<file path="config.mk">
export PLATFORM = sky130hd
export DESIGN_NAME = eprc_result_fifo
export DESIGN_NICKNAME = d
export VERILOG_FILES = /design/src/design/eprc_pkg.sv /design/src/design/eprc_result_fifo.sv
export SDC_FILE = /design/constraint.sdc
export NUM_CORES = 1
export LEC_CHECK = 0
export BUFFER_PORTS_ARGS = -buffer_cell sky130_fd_sc_hd__buf_2
export CORE_MARGIN = 3
export CORE_UTILIZATION = 55
export CTS_CLUSTER_SIZE = 25
export DETAILED_ROUTE_END_ITERATION = 16
export PLACE_DENSITY = 0.83
export SLEW_MARGIN = 25
export SYNTH_ARGS = -nofsm -noshare
export SYNTH_HDL_FRONTEND = slang
export SYNTH_SLANG_ARGS = --single-unit
</file>
<file path="constraint.sdc">
create_clock -name clk -period 2.8 [get_ports clk]
set_input_delay 0 -clock clk [delete_from_list [all_inputs] [get_ports clk]]
set_output_delay 0 -clock clk [all_outputs]
set_load 0.02 [all_outputs]
</file>
<file path="src/design/eprc_pkg.sv">
package eprc_pkg;

	localparam int VERTEX_W  = 12;
	localparam int PART_W    = 4;
	localparam int VCOUNT_W  = 13;
	localparam int PCOUNT_W  = 5;
	localparam int TOTAL_W   = 17;
	localparam int NEW_W     = 2;
	localparam int WORD_W    = 32;
	localparam int BIT_W     = 5;
	localparam int CFG_IDX_W = 2;
	localparam int CFG_W     = 13;

	localparam logic ACT_RECORD = 1'b0;
	localparam logic ACT_CLEAR  = 1'b1;

	localparam logic [VCOUNT_W-1:0] VCOUNT_RESET = 13'd4096;
	localparam logic [PCOUNT_W-1:0] PCOUNT_RESET = 5'd16;

	typedef enum logic [CFG_IDX_W-1:0] {
		CFG_VERTEX_COUNT    = 2'd0,
		CFG_PARTITION_COUNT = 2'd1
	} cfg_reg_t;

	typedef struct packed {
		logic                action;
		logic [VERTEX_W-1:0] vertex_a;
		logic [VERTEX_W-1:0] vertex_b;
		logic [PART_W-1:0]   partition;
	} edge_word_t;

	typedef struct packed {
		logic [TOTAL_W-1:0] replica_total;
		logic [NEW_W-1:0]   new_replicas;
		logic               range_error;
	} result_word_t;

	typedef struct packed {
		logic [VCOUNT_W-1:0] vertex_count;
		logic [PCOUNT_W-1:0] partition_count;
	} cfg_limits_t;

	typedef struct packed {
		logic empty;
		logic full;
	} fifo_status_t;

endpackage

</file>
<file path="src/design/eprc_result_fifo.sv">
module eprc_result_fifo (
	input  logic                  clk,
	input  logic                  arst_n,
	input  logic                  push,
	input  eprc_pkg::result_word_t push_word,
	output eprc_pkg::fifo_status_t status,
	output logic                  result_valid,
	input  logic                  result_stall,
	output eprc_pkg::result_word_t result_word
);

	eprc_pkg::result_word_t slot_q [2];
	logic                   wr_ptr_q;
	logic                   rd_ptr_q;
	logic [1:0]             count_q;
	logic                   pop;

	assign pop          = result_valid && !result_stall;
	assign result_valid = (count_q != 2'd0);
	assign result_word  = slot_q[rd_ptr_q];
	assign status.empty = (count_q == 2'd0);
	assign status.full  = (count_q == 2'd2);

	always_ff @(posedge clk) begin
		if (push) begin
			slot_q[wr_ptr_q] <= push_word;
		end
	end

	always_ff @(posedge clk or negedge arst_n) begin
		if (!arst_n) begin
			wr_ptr_q <= 1'b0;
			rd_ptr_q <= 1'b0;
			count_q  <= 2'd0;
		end else begin
			if (push) begin
				wr_ptr_q <= !wr_ptr_q;
			end
			if (pop) begin
				rd_ptr_q <= !rd_ptr_q;
			end
			count_q <= count_q + {1'b0, push} - {1'b0, pop};
		end
	end

endmodule

</file>
==> impl_metrics.ini, run 1 <==
[power_and_ir_drop]
pwr_density_cell_nw_per_um2 = 938
power_frac_seq = 0.440
p_leak_nw = 0.975
p_int_w = 0.00147
switching_share = 0.327
comb_power_share = 0.387
netSwitchingPower_w = 0.000711
vdd.ir_drop.worst_mv = 0.626
pwr-share-clk = 0.173

[timing]
skew_ns = 0.00604
fmax_mhz = 557
hold_slack_ns = 0.375
rsz0062_at_grt = false
final-hold-violation-count = 0
finalSetupViolCount = 0
worstMarginPinSlew_ns = 0.898
slew_headroom = 0.401
fin_crit_ns = 1.80
slew_violations = 0
finalCritPeriodShare = 0.641
setup_tns_ns = 0

[yosys]
ys_ff_latch = 44
synth_top_area_cell = edfxtp_1
syn_nets = 107
synth_top_area_frac = 0.696
synth_area_per_cell_um2 = 21.3
syn_area_um2 = 1730
ys_seq_area_frac = 0.754
synth_area_leaders = edfxtp_1 70%, mux2_4 17%, dfrtp_1 5.8%
syn_inst = 81
yosysWarnings = 0
ys_types = 13

[detailed_routing]
drc = 0
antenna_left = 0
routedWlPerCell_um = 15.0
drt-total-wl_um = 3020
num_vias = 960
vias_per_cell = 4.78
dr.pass1.iters = 4
first_iter_violations = 35

[floorplanning]
rows = 19
initial_core_util = 0.600
die_height_um = 62.0
core_um2 = 2880
die_w_um = 62.0
die_area_um2 = 3850
ios = 47

[cts]
cts_tree = built
postCtsSetupRepairBufs = 0
cts-root-buf = clkbuf_4
clkLatencyLatePin_ns = 0.34
cts.sinks = 44
cts_max_level = 2
clkSlewWorstSetupHoldPaths_ns = 0.12
cts.repair.resized = 0
cts_buffers = 5
cts_buffer_depth = 2

[setup_path]
cp-start-kind = register
r2r-start = count_q[1]
critPathArrivalTime_ns = 1.80
reg2reg_to = count_q[1]
worst-setup-path-type = register to output pin
end_kind = output pin
worstPathMaxFanout = 15
critPathRequiredTime_ns = 2.80
r2r_slack_ns = 1.13
r2r_cells = 7

[grt]
antenna_found_initial = 0
grt_max_degree = 21
grt_pass1_wl_um = 4670
globalRouteOverflowTotal = 0
track_usage = 0.182
grt_pass1_vias = 1022

[run]
drv_cap = 0

[run_status]
outcome = complete, no violations

[worst_hold_path]
worstHoldPathCells = 2
worstHoldStart = push_word[9]
worstHoldPathType = input pin to register
hold-path-endpoint = slot_q[0][9]

[place]
port_buffers = 46
hpwl_um = 1950
place_congestion = 0.743

[layout]
fin_nets = 184
layout-drive-gt1-share = 0.478
layout_common_cells = 46 x buf_2, 40 x edfxtp_1, 24 x dlygate4sd3_1
final_common_cell = buf_2
diodes = 0
area_growth_pct = 34.4
[registers in the layout, indices dropped and copies added (netlist names)]
name	count
count_q	2
slot_q	40
wr_ptr_q	1
rd_ptr_q	1
[worst max path at each step]
stage	from	end	slack [ns]	cells past startpoint
detailed placement	count_q[1]	count_q[1]	1.17	7
global placement	count_q[1]	count_q[1]	1.30	7
CTS	rd_ptr_q	result_word[6]	0.97	3
global route	rd_ptr_q	result_word[9]	0.90	3
finish	rd_ptr_q	result_word[6]	1.00	3
floorplan	wr_ptr_q	slot_q[0][0]	1.09	1
[cell type report]
| cell class | instances | area, µm² |
|---|---|---|
| flip-flops and latches | 44 | 1300 |
| inverters | 4 | 15.0 |
| clock buffers | 6 | 41.3 |
| multi-input cells | 31 | 389 |
| repair buffers | 72 | 485 |
| clock inverters | 2 | 35.0 |
| fillers | 153 | 557 |
| well taps | 42 | 52.6 |
[logic make-up after synthesis]
| group | Yosys count | share of synthesized area |
|---|---|---|
| buf+inv | 6 | 0.0218 |
| mux | 20 | 0.172 |
| fa+ha+maj | 2 | 0.0145 |
| flops | 44 | 0.754 |
| compound gates | 1 | 0.00435 |
| simple gates | 4 | 0.0131 |
| xor+xnor | 4 | 0.0203 |
[per-layer routing]
layer | global-route usage | wire [µm] | vias up | part of all wire
li1 | - | - | 460 | -
met1 | 0.212 | 1200 | 457 | 0.40
met2 | 0.297 | 1630 | 37 | 0.54
met3 | 0.0785 | 157 | 6 | 0.052
met4 | 0.0697 | 40 | 0 | 0.013
met5 | 0 | 0 | - | 0
[synth_stat cells]
| cell type | instances |
|---|---|
| and2_1 | 1 |
| buf_6 | 2 |
| dfrtp_1 | 4 |
| edfxtp_1 | 40 |
| ha_1 | 2 |
| inv_1 | 4 |
| mux2_2 | 1 |
| mux2_4 | 19 |
| nor2_1 | 1 |
| nor2b_1 | 2 |
| o21bai_1 | 1 |
| xnor2_1 | 3 |
| xor2_1 | 1 |
[through the flow]
step	utilization	instance area [µm²]	total power, W	setup slack, ns	cells
floorplan	-	1730	0.00158	1.09	81
finish	0.806	2320	0.00218	1.00	201
global placement	0.696	2000	0.00176	1.30	169
detailed placement	0.696	2000	0.00180	1.17	169
global route	0.806	2320	0.00230	0.897	201
CTS	0.806	2320	0.00220	0.974	201
[worst max-delay path, stage by stage, from the launching register on]
cell	delay [ns]
dfrtp_1	0.59
buf_4	0.37
mux2_4	0.33
buf_2	0.16
[power groups by stage]
| stage | logic, W | clock network, W | registers [W] |
|---|---|---|---|
| after floorplan | 0.000643 | 0 | 0.000939 |
| after global placement | 0.000804 | 0 | 0.000959 |
| after detailed placement | 0.000831 | 0 | 0.000972 |
| after CTS | 0.000858 | 0.000388 | 0.000957 |
| after global routing | 0.000916 | 0.000411 | 0.000975 |
| final | 0.000843 | 0.000376 | 0.000958 |
[repair_timing]
| item | 4_1_cts | 5_1_grt |
|---|---|---|
| hold buffers | 24 | 0 |
| setup endpoints to repair | 0 | 0 |
| endpoints found under the hold margin | 47 | 0 |
Power figures use the tool's default switching activity.
==> inputs of run 2 (changes only) <==
--- a/config.mk
+++ b/config.mk
@@ -5,12 +5,13 @@
 export SDC_FILE = /design/constraint.sdc
 export NUM_CORES = 1
 export LEC_CHECK = 0
+export ABC_AREA = 1
 export BUFFER_PORTS_ARGS = -buffer_cell sky130_fd_sc_hd__buf_2
 export CORE_MARGIN = 3
-export CORE_UTILIZATION = 55
+export CORE_UTILIZATION = 46
 export CTS_CLUSTER_SIZE = 25
 export DETAILED_ROUTE_END_ITERATION = 16
-export PLACE_DENSITY = 0.83
+export PLACE_DENSITY = 0.74
 export SLEW_MARGIN = 25
 export SYNTH_ARGS = -nofsm -noshare
 export SYNTH_HDL_FRONTEND = slang
==> constraint.sdc (replaced) <==
create_clock -name clk -period 1.65 [get_ports clk]
set_input_delay 0 -clock clk [delete_from_list [all_inputs] [get_ports clk]]
set_output_delay 0 -clock clk [all_outputs]
set_load 0.02 [all_outputs]
==> impl_metrics.ini, run 2 <==
[setup_path]
end_kind = output pin
critPathRequiredTime_ns = 1.65
cpPeakStageDelay_ns = 0.51
path_cells = inv_2, nand2_1, nand2_1, buf_2
cp-start-kind = register
worst_path_max_delay_cell = dfrtp_1
cp_common_cell = nand2_1
cp-startpoint = rd_ptr_q
critPathArrivalTime_ns = 1.49
r2r-start = count_q[0]
worstPathMaxFanout = 21
crit_buf_inv = 2
worst-setup-path-type = register to output pin
crit_family = flip-flops

[yosys]
syn_area_um2 = 1690
yosysWarnings = 0
synth_common_cells = 70 x nand2_1, 40 x edfxtp_1, 10 x inv_1
synth.most_common_cell = nand2_1
syn_nets = 162
synthXorXnorAreaFrac = 0.00517
ys_types = 11
ys_seq_area_frac = 0.768
synth_area_leaders = edfxtp_1 71%, nand2_1 16%, dfrtp_1 5.9%
synth_top_area_frac = 0.709
synth-main-ff-cell = edfxtp_1
syn_inst = 136
ys_ff_latch = 44
muxShareOfSynthArea = 0
synthAdderAreaFrac = 0.0148
synth-compound-area-share = 0
synth_top_family_by_area = simple AND/OR/NAND/NOR gates
synth_area_per_cell_um2 = 12.5
synth_edf_count = 40
synth_async_sr_flop_share = 0.0909
yosys.area_share.simple = 0.165
synth_top_area_cell = edfxtp_1

[cts]
postCtsSetupRepairBufs = 0
cts-root-buf = clkbuf_8
cts_buffers = 5
clkSlewWorstSetupHoldPaths_ns = 0.07
cts_tree = built
cts_max_level = 2
cts.sinks = 44
clkLatencyLatePin_ns = 0.29
cts_buffer_depth = 2

[worst_hold_path]
worstHoldPathType = input pin to async pin

[layout]
multi_input_area_um2 = 317
largest_reg_flops = 40
layout-drive-gt1-share = 0.274
final_common_cell = nand2_1
area_growth_pct = 34.9
fillers = 271
reg.largest.list = slot_q (40), count_q (2)
layout_common_cells = 70 x nand2_1, 46 x buf_2, 40 x edfxtp_1
diodes = 0
seq_area_um2 = 1300
largest_register = slot_q
fin_nets = 238

[detailed_routing]
num_vias = 1157
vias_per_cell = 4.48
drt-total-wl_um = 3130
antenna_left = 0
routedWlPerCell_um = 12.1
dr.pass1.iters = 4
first_iter_violations = 54
drc = 0

[floorplanning]
die_height_um = 66.7
core_um2 = 3440
rows = 21
die_area_um2 = 4450
ios = 47
initial_core_util = 0.492
die_w_um = 66.7

[timing]
finalCritPeriodShare = 0.903
hold_slack_ns = 0.0367
setup_ws_ns = 0.161
skew_ns = 0.00211
fin_crit_ns = 1.49
final-hold-violation-count = 0
slew_headroom = 0.757
slew_violations = 0
worstMarginPinSlew_ns = 0.363
fmax_mhz = 672
rsz0062_at_grt = false
setup_tns_ns = 0
finalSetupViolCount = 0

[power_and_ir_drop]
power.total_w = 0.00363
vdd.ir_drop.worst_mv = 0.765
pwr_density_cell_nw_per_um2 = 1590
p_leak_nw = 1.06

[grt]
grt_pass1_wl_um = 5220
globalRouteOverflowTotal = 0
antenna_found_initial = 0
track_usage = 0.164
grt_max_degree = 22
grt_pass1_vias = 1231

[run]
drv_cap = 0

[place]
place_congestion = 0.747
pre_cts_ws_ns = 0.215
port_buffers = 46
hpwl_um = 2000

[run_status]
outcome = complete, no violations
[run 2: cell types whose count changed after synthesis, moves of 3 or more]
cell     previous run  this run
xnor2_1             3         0
nand2_1             0        70
mux2_4             19         0
inv_1               4        10
[run 2: worst paths after layout]
kind                       slack, ns               to  cells after the start
max                             0.16  result_word[10]                      4
min                             0.04         wr_ptr_q                      2
max reg2reg                     0.19       count_q[1]                      9
min reg2reg                     0.53         wr_ptr_q                      1
max in group asynchronous       1.50         rd_ptr_q                      2
min in group clk                0.43     slot_q[0][3]                      2
[run 2: repair_timing]
action | in CTS | in global routing
setup endpoints to repair | 0 | 0
gates resized for setup | 0 | 0
hold buffers | 23 | 0
hold endpoints to repair | 47 | 0
[run 2: metal layers]
| layer | track usage | routed length, µm | up-vias |
|---|---|---|---|
| met1 | 0.167 | 1250 | 519 |
| met2 | 0.291 | 1600 | 40 |
| li1 | - | - | 589 |
| met3 | 0.0624 | 210 | 9 |
| met5 | 0 | 0 | - |
| met4 | 0.0761 | 69 | 0 |
[run 2: metrics by stage]
| step | util | cells | area [µm²] |
|---|---|---|---|
| after detailed placement | 0.574 | 228 | 1980 |
| after global routing | 0.664 | 258 | 2280 |
| after floorplan | - | 136 | 1700 |
| after CTS | 0.664 | 258 | 2280 |
| after global placement | 0.574 | 228 | 1980 |
| final | 0.664 | 258 | 2280 |
[run 2: layout make-up]
class                           count  area share
Multi-Input combinational cell     77       0.139
Timing Repair Buffer               73       0.215
Sequential cell                    44       0.570
Clock inverter                      1     0.00219
Clock buffer                        6      0.0318
Tap cell                           46      0.0252
Inverter                           11      0.0181
[run 2: where the power goes]
part / total [W] / leakage [nW] / switching [W] / internal, W
Combinational: 0.00143 / 0.592 / 0.000965 / 0.000464
Sequential: 0.00160 / 0.423 / 0.000110 / 0.00149
Clock: 0.000597 / 0.0410 / 0.000310 / 0.000287
Total: 0.00363 / 1.06 / 0.00139 / 0.00224
[run 2: logic make-up (layout without fill, tap and decap cells)]
group,count (synthesis),count (layout)
xor gates and xnor gates,1,1
adders and majority gates,2,2
buffers and inverters,15,91
DFF,44,44
and+or+nand+nor,74,74
==> inputs of run 3 (changes only) <==
--- a/config.mk
+++ b/config.mk
@@ -8,10 +8,10 @@
 export ABC_AREA = 1
 export BUFFER_PORTS_ARGS = -buffer_cell sky130_fd_sc_hd__buf_2
 export CORE_MARGIN = 3
-export CORE_UTILIZATION = 46
+export CORE_UTILIZATION = 50
 export CTS_CLUSTER_SIZE = 25
 export DETAILED_ROUTE_END_ITERATION = 16
-export PLACE_DENSITY = 0.74
+export PLACE_DENSITY = 0.77
 export SLEW_MARGIN = 25
 export SYNTH_ARGS = -nofsm -noshare
 export SYNTH_HDL_FRONTEND = slang
==> constraint.sdc (replaced) <==
create_clock -name clk -period 1.9 [get_ports clk]
set_input_delay 0 -clock clk [delete_from_list [all_inputs] [get_ports clk]]
set_output_delay 0 -clock clk [all_outputs]
set_load 0.02 [all_outputs]
==> impl_metrics.ini, run 3 (synthesis results as in run 2) <==
[cts]
cts_max_level = 2
cts-root-buf = clkbuf_4
clkSlewWorstSetupHoldPaths_ns = 0.12
clkLatencyLatePin_ns = 0.36
cts_buffer_depth = 2
cts.sinks = 44
cts_tree = built
postCtsSetupRepairBufs = 0
cts_buffers = 5

[layout]
diodes = 0
fillers = 245
multi_input_area_um2 = 317
seq_area_um2 = 1300
reg.largest.list = slot_q (40), count_q (2)
largest_reg_flops = 40
layout_common_cells = 70 x nand2_1, 46 x buf_2, 40 x edfxtp_1
fin_nets = 239
final_common_cell = nand2_1
area_growth_pct = 33.7
largest_register = slot_q
layout-drive-gt1-share = 0.271

[floorplanning]
core_um2 = 3150
initial_core_util = 0.537
die_area_um2 = 4120
die_height_um = 64.2
die_w_um = 64.2
rows = 20
ios = 47

[grt]
globalRouteOverflowTotal = 0
antenna_found_initial = 0
grt_pass1_wl_um = 5660
grt_pass1_vias = 1286
grt_max_degree = 22
track_usage = 0.186

[setup_path]
cp-start-kind = register
worst_path_max_delay_cell = dfrtp_1
critPathRequiredTime_ns = 2.16
critPathArrivalTime_ns = 1.71
cpPeakStageDelay_ns = 0.41
end_kind = register
worst-setup-path-type = register to register
path_cells = inv_1, nand2_1, nand2_1, inv_1, ha_1, inv_1, ha_1, inv_1, nand2_1, nand2_1
worstPathMaxFanout = 4

[detailed_routing]
drc = 0
drt-total-wl_um = 3480
dr.pass1.iters = 4
vias_per_cell = 4.68
first_iter_violations = 48
antenna_left = 0
num_vias = 1207
routedWlPerCell_um = 13.5

[place]
port_buffers = 46
place_congestion = 0.734
hpwl_um = 2170
pre_cts_ws_ns = 0.457

[power_and_ir_drop]
comb_power_share = 0.420
switching_share = 0.400
vdd.ir_drop.worst_mv = 0.781
pwr-share-clk = 0.137
pwr_density_cell_nw_per_um2 = 1360
netSwitchingPower_w = 0.00123
power_frac_seq = 0.443
p_int_w = 0.00184
p_leak_nw = 1.05

[timing]
final-hold-violation-count = 0
slew_headroom = 0.745
rsz0062_at_grt = false
fmax_mhz = 688
fin_crit_ns = 1.45
setup_tns_ns = 0
setup_ws_ns = 0.447
slew_violations = 0
worstMarginPinSlew_ns = 0.382
finalCritPeriodShare = 0.765
finalSetupViolCount = 0
skew_ns = 0.00410

[worst_hold_path]
worstHoldPathType = input pin to register

[run_status]
outcome = complete, no violations

[run]
drv_cap = 0
## run 3: changes by cell type in the layout (fill, tap and decap cells not counted), sizes merged
cell	before	now
clkbuf	6	7
dlygate4sd3	23	24
## run 3: layout make-up
type                       instances  share of cell area
clock buffer                       7              0.0199
clock inverter                     1             0.00221
inverter                          11              0.0182
multi-input combinational         77               0.140
sequential                        44               0.575
tap                               44              0.0243
timing repair buffer              74               0.221
## run 3: worst max-delay path: cells and delay by family (launching register included)
| family | cells | cell delay (ns) |
|---|---|---|
| DFF | 1 | 0.41 |
| and+or+nand+nor | 4 | 0.29 |
| adders and majority gates | 2 | 0.41 |
| buffers and inverters | 4 | 0.23 |
## run 3: worst paths after layout
check                         startpoint       endpoint  slack (ns)  cells past startpoint
setup / recovery              count_q[0]     count_q[1]        0.45                     10
hold / removal             push_word[12]  slot_q[0][12]        0.36                      2
setup reg to reg              count_q[0]     count_q[1]        0.45                     10
hold reg to reg                 wr_ptr_q       wr_ptr_q        0.53                      1
max in group asynchronous         arst_n       rd_ptr_q        1.18                      3
min in group asynchronous         arst_n       wr_ptr_q        0.54                      3
## run 3: stage by stage
| step | hold slack (ns) | instance area [µm²] | total power [W] | cells | util |
|---|---|---|---|---|---|
| 5_1_grt | 0.344 | 2260 | 0.00329 | 258 | 0.718 |
| 6_report | 0.361 | 2260 | 0.00307 | 258 | 0.718 |
| 4_1_cts | 0.352 | 2260 | 0.00310 | 258 | 0.718 |
| 2_1_floorplan | -0.296 | 1690 | 0.00224 | 136 | - |
| 3_3_place_gp | -0.190 | 1970 | 0.00258 | 226 | 0.626 |
| 3_5_place_dp | -0.181 | 1970 | 0.00264 | 226 | 0.626 |
## run 3: routing by layer
layer  wire length (µm)  global-route usage  vias up
met3                184              0.0492        7
li1                   -                   -      594
met2               1870               0.342       47
met5                  0                   0        -
met1               1360               0.195      559
met4                 67              0.0871        0
## run 3: power groups by stage
stage	Sequential, W	Combinational, W	Clock [W]
finish	0.00136	0.00129	0.000422
detailed placement	0.00138	0.00126	0
floorplan	0.00137	0.000869	0
global placement	0.00137	0.00121	0
CTS	0.00136	0.00131	0.000427
global route	0.00138	0.00144	0.000469
## run 3: repair_timing
action	in CTS	in global routing
hold buffers	24	0
endpoints found under the hold margin	47	0
resized for setup	0	0
